### src/hdl/dmac_pkg.sv
// Shared types and constants for the DMA register block with chunk engine.
// Holds the register map, the function codes and the item/result structs.
// No dependencies.
`timescale 1ns / 1ps

package dmac_pkg;

	// Function codes carried on the input tuser
	typedef enum logic [1:0] {
		FUNC_READ  = 2'd0,
		FUNC_WRITE = 2'd1,
		FUNC_TICK  = 2'd2
	} func_t;

	// Register map (byte offsets)
	localparam logic [11:0] OFS_START    = 12'h000;
	localparam logic [11:0] OFS_CONTROL  = 12'h004;
	localparam logic [11:0] OFS_SOURCE   = 12'h008;
	localparam logic [11:0] OFS_LENGTH   = 12'h00C;
	localparam logic [11:0] OFS_DEST     = 12'h010;
	localparam logic [11:0] OFS_DEST_HI  = 12'h014;
	localparam logic [11:0] OFS_SETTINGS = 12'h018;
	localparam logic [11:0] OFS_IRQ_EN   = 12'h054;
	localparam logic [11:0] OFS_IRQ_STA  = 12'h058;

	// Reset values
	localparam logic [63:0] SOURCE_BASE_RST = 64'h0000_0000_7000_0000;
	localparam logic [31:0] CONTROL_RST     = 32'h0000_1FFF;
	localparam logic [31:0] LENGTH_RST      = 32'h0000_3FFF;

	// Status bits
	localparam int STA_DONE_BIT = 1;
	localparam int STA_PEND_BIT = 6;
	localparam logic [6:0] STA_PEND_ONLY = 7'h40;

	// Largest chunk, used when the control byte size is zero
	localparam logic [8:0] CHUNK_MAX = 9'd256;

	typedef struct packed {
		func_t       func;
		logic [11:0] reg_offset;
		logic        wide_access;
		logic [63:0] write_data;
	} item_t;

	typedef struct packed {
		logic [63:0] read_data;
		logic        irq_level;
		logic        chunk_valid;
		logic [63:0] chunk_source;
		logic [63:0] chunk_dest;
		logic [8:0]  chunk_bytes;
		logic        chunk_last;
		logic        bad_access;
	} result_t;

endpackage

### src/hdl/dmac_engine.sv
// Register file and chunk engine of the DMA block.
// Holds all architectural state; computes one result per item, combinationally.
// Depends on dmac_pkg.
`timescale 1ns / 1ps

module dmac_engine import dmac_pkg::*; (
	input  logic        clk,
	input  logic        arst_n,
	input  logic        item_en,
	input  item_t       item,
	input  logic        cfg_we,
	input  logic [63:0] cfg_data,
	output result_t     res
);

	logic [63:0] source_base_q, nxt_source_base;
	logic [31:0] start_q, nxt_start;
	logic [31:0] control_q, nxt_control;
	logic [31:0] src_ofs_q, nxt_src_ofs;
	logic [31:0] len_q, nxt_len;
	logic [63:0] dest_q, nxt_dest;
	logic [31:0] settings_q, nxt_settings;
	logic [31:0] irq_en_q, nxt_irq_en;
	logic [6:0]  irq_sta_q, nxt_irq_sta;
	logic        busy_q, nxt_busy;
	logic [63:0] next_src_q, nxt_next_src;
	logic [63:0] next_dst_q, nxt_next_dst;
	logic [32:0] left_q, nxt_left;

	logic [31:0] wr_lo;
	logic [6:0]  sta_tog;
	logic [8:0]  limit;
	logic [8:0]  cbytes;
	logic [32:0] left_after;

	assign wr_lo = item.write_data[31:0];

	// Chunk sizing: control byte size, zero means the maximum
	always_comb begin
		limit = (control_q[7:0] == 8'd0) ? CHUNK_MAX : {1'b0, control_q[7:0]};
		cbytes = (left_q < {24'd0, limit}) ? left_q[8:0] : limit;
		left_after = left_q - {24'd0, cbytes};
		sta_tog = (irq_sta_q ^ {1'b0, item.write_data[5:0]});
	end

	// Item decode and next state
	always_comb begin
		nxt_source_base = source_base_q;
		nxt_start       = start_q;
		nxt_control     = control_q;
		nxt_src_ofs     = src_ofs_q;
		nxt_len         = len_q;
		nxt_dest        = dest_q;
		nxt_settings    = settings_q;
		nxt_irq_en      = irq_en_q;
		nxt_irq_sta     = irq_sta_q;
		nxt_busy        = busy_q;
		nxt_next_src    = next_src_q;
		nxt_next_dst    = next_dst_q;
		nxt_left        = left_q;
		res             = '0;

		case (item.func)
			FUNC_READ: begin
				case (item.reg_offset)
					OFS_START:    res.read_data = {32'd0, start_q};
					OFS_CONTROL:  res.read_data = {32'd0, control_q};
					OFS_SOURCE:   res.read_data = {32'd0, src_ofs_q};
					OFS_LENGTH:   res.read_data = {32'd0, len_q};
					OFS_DEST:     res.read_data = item.wide_access ? dest_q
						: {32'd0, dest_q[31:0]};
					OFS_DEST_HI:  res.read_data = {32'd0, dest_q[63:32]};
					OFS_SETTINGS: res.read_data = {32'd0, settings_q};
					OFS_IRQ_EN:   res.read_data = {32'd0, irq_en_q};
					OFS_IRQ_STA:  res.read_data = {57'd0, irq_sta_q};
					default:      res.bad_access = 1'b1;
				endcase
			end
			FUNC_WRITE: begin
				case (item.reg_offset)
					OFS_START: begin
						nxt_start = wr_lo;
						// bit 0 launches a transfer, dropping any running one
						if (wr_lo[0]) begin
							nxt_next_src = source_base_q + {32'd0, src_ofs_q};
							nxt_next_dst = dest_q;
							nxt_left     = {1'b0, len_q} + 33'd1;
							nxt_busy     = 1'b1;
						end
					end
					OFS_CONTROL:  nxt_control = wr_lo;
					OFS_SOURCE:   nxt_src_ofs = wr_lo;
					OFS_LENGTH:   nxt_len = wr_lo;
					OFS_DEST:     nxt_dest = item.wide_access ? item.write_data
						: {dest_q[63:32], wr_lo};
					OFS_DEST_HI:  nxt_dest = {wr_lo, dest_q[31:0]};
					OFS_SETTINGS: nxt_settings = wr_lo;
					OFS_IRQ_EN:   nxt_irq_en = wr_lo;
					OFS_IRQ_STA:  nxt_irq_sta = (sta_tog == STA_PEND_ONLY) ? 7'd0 : sta_tog;
					default:      res.bad_access = 1'b1;
				endcase
			end
			FUNC_TICK: begin
				if (busy_q) begin
					res.chunk_valid  = 1'b1;
					res.chunk_source = next_src_q;
					res.chunk_dest   = next_dst_q;
					res.chunk_bytes  = cbytes;
					nxt_next_src     = next_src_q + {55'd0, cbytes};
					nxt_next_dst     = next_dst_q + {55'd0, cbytes};
					nxt_left         = left_after;
					if (left_after == 33'd0) begin
						res.chunk_last = 1'b1;
						nxt_busy       = 1'b0;
						nxt_irq_sta[STA_DONE_BIT] = 1'b1;
						nxt_irq_sta[STA_PEND_BIT] = 1'b1;
					end
				end
			end
			default: ;
		endcase

		res.irq_level = nxt_irq_en[STA_DONE_BIT] & nxt_irq_sta[STA_PEND_BIT];

		// the user must make configuration writes only while no item is in flight; the block does not enforce this
		if (cfg_we) begin
			nxt_source_base = cfg_data;
		end
	end

	// State registers
	always_ff @(posedge clk or negedge arst_n) begin
		if (!arst_n) begin
			source_base_q <= SOURCE_BASE_RST;
			start_q       <= '0;
			control_q     <= CONTROL_RST;
			src_ofs_q     <= '0;
			len_q         <= LENGTH_RST;
			dest_q        <= '0;
			settings_q    <= '0;
			irq_en_q      <= '0;
			irq_sta_q     <= '0;
			busy_q        <= 1'b0;
			next_src_q    <= '0;
			next_dst_q    <= '0;
			left_q        <= '0;
		end else begin
			source_base_q <= nxt_source_base;
			if (item_en) begin
				start_q    <= nxt_start;
				control_q  <= nxt_control;
				src_ofs_q  <= nxt_src_ofs;
				len_q      <= nxt_len;
				dest_q     <= nxt_dest;
				settings_q <= nxt_settings;
				irq_en_q   <= nxt_irq_en;
				irq_sta_q  <= nxt_irq_sta;
				busy_q     <= nxt_busy;
				next_src_q <= nxt_next_src;
				next_dst_q <= nxt_next_dst;
				left_q     <= nxt_left;
			end
		end
	end

`ifndef ASSERT_OFF
	a_chunk_needs_busy: assert property (@(posedge clk) disable iff (!arst_n)
		item_en && res.chunk_valid |-> busy_q)
		else $error("chunk issued with no transfer running");

	a_chunk_size: assert property (@(posedge clk) disable iff (!arst_n)
		item_en && res.chunk_valid |-> (res.chunk_bytes != 9'd0) &&
		(res.chunk_bytes <= CHUNK_MAX) && ({24'd0, res.chunk_bytes} <= left_q))
		else $error("chunk size out of range");

	a_last_ends_transfer: assert property (@(posedge clk) disable iff (!arst_n)
		item_en && res.chunk_last |=> !busy_q && irq_sta_q[STA_PEND_BIT] &&
		(left_q == 33'd0))
		else $error("final chunk did not close the transfer");

	a_busy_has_bytes: assert property (@(posedge clk) disable iff (!arst_n)
		busy_q |-> left_q != 33'd0)
		else $error("transfer running with nothing left");
`endif

endmodule

### src/hdl/dma_register_block_with_chunker.sv
// Top level of the DMA register block with chunk engine.
// Input register, the dmac_engine and the output register.
// Depends on dmac_pkg and dmac_engine.
`timescale 1ns / 1ps

// Usage:
// Items enter on the s_axis channel: tuser is the function (read, write,
// tick), tdata the offset, access width and write data. Every item gives
// exactly one result beat on m_axis: read data, interrupt level, bad
// access flag and, for a tick during a transfer, one copy chunk with its
// source, destination and byte count; tlast marks the final chunk.
// The source base register is written on the cfg channel (always ready); the
// user must write it only while no item is in flight, the block does not enforce this.
// A result beat passes through the input register and then the output register
// before it is presented; a stall on m_axis can hold it in either register.
// One item per cycle is sustained while m_axis does not stall; all decode and
// state update for an item is done combinationally between the two registers.
// When m_axis stalls, the held result stays in the output register and one
// more item is still taken into the input register; tready drops only when
// both are full.
// Reset (arst_n low) empties both registers and returns all engine registers to
// their reset values, with no transfer running.

module dma_register_block_with_chunker import dmac_pkg::*; (
	input  logic         clk,
	input  logic         arst_n,
	// cfg: source base address
	input  logic         cfg_valid,
	output logic         cfg_ready,
	input  logic [63:0]  cfg_data,
	// input items
	input  logic         s_axis_tvalid,
	output logic         s_axis_tready,
	input  logic [79:0]  s_axis_tdata,  // reg_offset[11:0], wide_access[12], write_data[76:13]
	input  logic [1:0]   s_axis_tuser,  // func[1:0]
	// results
	output logic         m_axis_tvalid,
	input  logic         m_axis_tready,
	output logic [207:0] m_axis_tdata,  // read_data[63:0], irq_level[64], chunk_valid[65],
	                                    // chunk_source[129:66], chunk_dest[193:130],
	                                    // chunk_bytes[202:194], bad_access[203]
	output logic         m_axis_tlast   // chunk_last
);

	logic    valid_s1;
	item_t   item_s1;
	logic    out_valid_q;
	result_t res_q;
	result_t res;
	logic    out_ready;
	logic    adv_s1;

	assign out_ready     = !out_valid_q || m_axis_tready;
	assign adv_s1        = valid_s1 && out_ready;
	assign s_axis_tready = !valid_s1 || out_ready;
	assign cfg_ready     = 1'b1;

	// Input register
	always_ff @(posedge clk or negedge arst_n) begin
		if (!arst_n) begin
			valid_s1 <= 1'b0;
		end else if (s_axis_tready) begin
			valid_s1 <= s_axis_tvalid;
		end
	end

	always_ff @(posedge clk) begin
		if (s_axis_tvalid && s_axis_tready) begin
			item_s1.func        <= func_t'(s_axis_tuser);
			item_s1.reg_offset  <= s_axis_tdata[11:0];
			item_s1.wide_access <= s_axis_tdata[12];
			item_s1.write_data  <= s_axis_tdata[76:13];
		end
	end

	dmac_engine u_engine (
		.clk      (clk),
		.arst_n   (arst_n),
		.item_en  (adv_s1),
		.item     (item_s1),
		.cfg_we   (cfg_valid && cfg_ready),
		.cfg_data (cfg_data),
		.res      (res)
	);

	// Output register
	always_ff @(posedge clk or negedge arst_n) begin
		if (!arst_n) begin
			out_valid_q <= 1'b0;
		end else if (out_ready) begin
			out_valid_q <= valid_s1;
		end
	end

	always_ff @(posedge clk) begin
		if (adv_s1) begin
			res_q <= res;
		end
	end

	assign m_axis_tvalid = out_valid_q;
	assign m_axis_tlast  = res_q.chunk_last;
	assign m_axis_tdata  = {4'd0, res_q.bad_access, res_q.chunk_bytes, res_q.chunk_dest,
		res_q.chunk_source, res_q.chunk_valid, res_q.irq_level, res_q.read_data};

endmodule

### config.mk
export PLATFORM = sky130hd
export DESIGN_NAME = dma_register_block_with_chunker
export DESIGN_NICKNAME = d
export VERILOG_FILES = /design/src/hdl/dmac_pkg.sv /design/src/hdl/dmac_engine.sv /design/src/hdl/dma_register_block_with_chunker.sv
export SDC_FILE = /design/constraint.sdc
export NUM_CORES = 1
export LEC_CHECK = 0
export BUFFER_PORTS_ARGS = -buffer_cell sky130_fd_sc_hd__buf_2
export CAP_MARGIN = 20
export CORE_ASPECT_RATIO = 2
export CORE_MARGIN = 3
export CORE_UTILIZATION = 25
export CTS_CLUSTER_SIZE = 25
export DETAILED_ROUTE_END_ITERATION = 6
export GPL_ROUTABILITY_DRIVEN = 0
export GPL_TIMING_DRIVEN = 0
export SYNTH_ARGS = -nofsm -noshare
export SYNTH_HDL_FRONTEND = slang
export SYNTH_SLANG_ARGS = --single-unit
### constraint.sdc
create_clock -name clk -period 7.9 [get_ports clk]
set_input_delay 0.395 -clock clk [delete_from_list [all_inputs] [get_ports clk]]
set_output_delay 0.395 -clock clk [all_outputs]
set_load 0.005 [all_outputs]
==> impl_metrics.py <==
metrics = {
    "logic_synthesis": {
        "yosys_warnings": 0,
        "ys_ff_latch": 775,
        "synthesis.area_um2": 38400,
        "synth-seq-area-share_pct": 54.2,
        "syn_avg_cell_area_um2": 11.2,
        "ys_types": 92,
        "netlist_instances": 3440,
        "synth_edf_count": 284,
        "yosys_most_used_dff": "dfrtp_1",
        "async_reset_ff_share_pct": 63.4,
    },
    "critical_path": {
        "cpPeakStageDelay_ns": 0.89,
        "cp.required_ns": 8.36,
        "start_kind": "flop",
        "crit_type": "flop to flop",
        "crit_path_end_kind": "flop",
        "r2r_start": "u_engine.left_q[11]",
        "crit_chain": "or4_1, buf_2, or3_4, nor3_1, o211ai_1, buf_1, mux2_2, ha_1, inv_1, fa_1, a21oi_1, o211ai_1, a21o_1, or3_1, a2111oi_0, nand4_1, nor4_2, nand3_1, a21oi_1",
        "regToRegSetupSlack_ns": 0.14,
        "regToRegEndpoint": "m_axis_tdata[64]",
        "r2r_cells": 19,
        "cp.arrival_ns": 8.23,
        "crit_slowest_cell": "a2111oi_0",
        "worstPathMaxFanout": 9,
    },
    "sta": {
        "fin_tns_setup_ns": 0,
        "rsz0062_at_grt": "no",
        "hold_viol_final": 0,
        "max_slew_margin_pct": 16.5,
        "slew_viol_final": 0,
        "post-route-period-util_pct": 98.3,
        "skew_ns": 0.0472,
        "fin_hold_ws_ns": 0.00905,
        "finalSetupViolCount": 0,
        "min_period_ns": 7.76,
        "max_freq_mhz": 129,
        "worstMarginPinSlew_ns": 1.25,
    },
    "global_routing": {
        "grt_max_degree": 118,
        "grt_overflow": 0,
        "antenna_found_initial": 13,
        "track_usage_pct": 19.7,
        "grt_pass1_vias": 32500,
        "grt_pass1_wl_um": 229000,
    },
    "placed_design": {
        "hpwl_um": 126000,
        "dpl_cell_area_um2": 43200,
        "numPortBuffers": 353,
    },
    "power_and_ir_drop": {
        "p_clk_share_pct": 36.1,
        "cellLeakagePower_uw": 0.0199,
        "vdd_drop_max_v": 0.000184,
        "p_sw_uw": 3500,
        "power_frac_comb_pct": 18.1,
        "power_density_nw_per_um2": 235,
        "seq_power_share_pct": 45.8,
        "p_sw_share_pct": 31.4,
        "internal-power_uw": 7660,
    },
    "finish": {
        "area_growth_syn_to_layout_pct": 23.4,
        "final_common_cell": "dfrtp_1",
        "drive_gt1_share_pct": 21.8,
        "design_area_um2": 47400,
        "nets": 4273,
        "final_cell_mix": "dfrtp_1 (461), buf_2 (356), mux2_2 (286)",
        "postLayoutCoreUtil_pct": 31.2,
        "num-fill-cells": 15700,
    },
    "routing": {
        "drcViolationCount": 0,
        "final_antenna_net_count": 0,
        "firstDrtPassIters": 7,
        "m1WireLength_um": 57000,
        "wl_um": 161000,
        "drtIter0Drc": 2457,
        "wl_per_cell_um": 26.1,
        "vias": 31800,
        "wl_met2_um": 80500,
        "top_layer": "met5",
        "met3_length_um": 9740,
        "avgViaCountPerCell": 5.16,
    },
    "die": {
        "initial_core_util_pct": 25.3,
        "rows": 202,
        "die-area_um2": 159000,
        "ios": 363,
        "die_w_um": 283,
        "core_area_um2": 152000,
        "die_y_um": 561,
    },
    "outcome": {
        "outcome": "complete, no violations",
    },
    "min_path": {
        "holdPathStages": 2,
        "min_path_type": "input port to flop",
        "hp-start": "cfg_data[26]",
        "holdPathEnd": "u_engine.source_base_q[26]",
    },
    "cts": {
        "post_cts_buffers": 0,
        "clock_sinks": 775,
        "cts_tree": "done",
        "clk_pin_slew_ns": 0.07,
        "clk_latency_ns": 0.73,
        "cts_buffer_depth": 3,
        "cts-root-buf": "clkbuf_16",
        "cts-buffers-inserted": 78,
        "h-tree-depth": 3,
    },
    "job": {
        "maxCapViolations": 0,
    },
}
==> area by class of cell <==
class,count,area (µm²),area share (%)
sequential,775,20900,44.0
buffer,218,870,1.83
multi-input combinational,2387,16500,34.8
tap,2040,2550,5.38
clock inverter,42,514,1.08
clock buffer,103,2200,4.64
timing repair buffer,524,3650,7.70
antenna,11,27.5,0.0580
inverter,63,244,0.514
==> metal layers <==
layer  track usage, %  vias to the layer above
li1                 -                    14100
met1             20.7                    15600
met2             35.0                     1512
met3             3.75                      544
met4             14.8                        4
met5           0.0301                        -
==> power groups by stage <==
| stage | Combinational [µW] | Clock, µW | Sequential (µW) |
|---|---|---|---|
| 2_1_floorplan | 1220 | 0 | 5010 |
| 3_3_place_gp | 1860 | 0 | 5180 |
| 3_5_place_dp | 1930 | 0 | 5170 |
| 4_1_cts | 2000 | 4130 | 5090 |
| 5_1_grt | 2210 | 4270 | 5150 |
| 6_report | 2020 | 4020 | 5110 |
==> stage by stage <==
| stage | cells | power [µW] | setup slack, ns |
|---|---|---|---|
| 2_1_floorplan | 3443 | 6220 | 0.769 |
| 3_3_place_gp | 5836 | 7040 | -4.37 |
| 3_5_place_dp | 5858 | 7090 | 0.175 |
| 4_1_cts | 6146 | 11200 | 0.0905 |
| 5_1_grt | 6160 | 11600 | 0.0866 |
| 6_report | 6163 | 11200 | 0.137 |
==> cell usage after synthesis (all sizes together), types with 10 or more instances <==
cell,instances,share of area (%)
o211ai,10,0.20
clkbuf,183,1.8
o31ai,10,0.20
nor2,185,1.8
a31o,10,0.23
or4,15,0.30
ha,71,2.3
and4,14,0.32
a21oi,185,2.4
mux2,286,8.4
nand2b,13,0.21
mux2i,99,2.6
a22oi,86,1.7
buf,35,0.42
dfrtp,461,30
dfstp,30,2.1
o22ai,59,0.98
or2,18,0.29
a31oi,67,1.1
o21ai,196,2.6
or3,16,0.28
xnor2,73,1.7
o221ai,15,0.34
and2,46,0.75
a22o,32,0.73
nand3,93,1.2
nand4,43,0.70
a21o,33,0.64
inv,62,0.61
and3,157,2.6
xor2,38,0.87
nor3,45,0.61
nand2,278,2.7
nor4,32,0.59
edfxtp,284,22
a221oi,41,0.95
o21a,12,0.23
==> sequential cells by signal, summed over array words and instances, names as in the netlist, 7 cells and up <==
register	flops
item_s1	79
m_axis_tdata	204
u_engine.control_q	32
u_engine.dest_q	64
u_engine.irq_en_q	32
u_engine.irq_sta_q	7
u_engine.left_q	33
u_engine.len_q	32
u_engine.next_dst_q	64
u_engine.next_src_q	64
u_engine.settings_q	32
u_engine.source_base_q	64
u_engine.src_ofs_q	32
u_engine.start_q	32
==> worst max-delay path by stage <==
stage                                    from             endpoint  slack (ns)  cells past startpoint
final                     u_engine.left_q[11]     m_axis_tdata[64]        0.14                     19
after global routing      u_engine.left_q[11]     m_axis_tdata[64]        0.09                     19
after CTS                 u_engine.left_q[11]     m_axis_tdata[64]        0.09                     19
after detailed placement  u_engine.left_q[11]     m_axis_tdata[64]        0.18                     19
after global placement                 arst_n             valid_s1       -4.37                      1
after floorplan                 m_axis_tready  u_engine.dest_q[10]        0.77                      7
==> logic make-up after synthesis <==
kind of cell / count (synthesis) / synth area share (%)
buffers and inverters: 281 / 2.88
AOI/OAI and AO/OA: 833 / 14.0
xor gates and xnor gates: 111 / 2.53
adders and majority gates: 75 / 2.52
other: 2 / 0.0195
muxes: 385 / 11.0
and+or+nand+nor: 978 / 12.8
DFF: 775 / 54.2
==> timing repair <==
action,4_1_cts,5_1_grt
hold buffers,143,0
gates resized for setup,0,1
endpoints found under the setup margin,0,1
endpoints found under the hold margin,188,0
==> critical path, delay by kind of cell, from the launching register on <==
family | cells | cell delay [ns]
DFF | 1 | 0.45
AOI/OAI and AO/OA | 6 | 2.30
adders and majority gates | 2 | 0.63
buffers and inverters | 3 | 0.59
muxes | 1 | 0.43
and+or+nand+nor | 7 | 3.11
No activity file was read; power rests on OpenSTA's default activity.
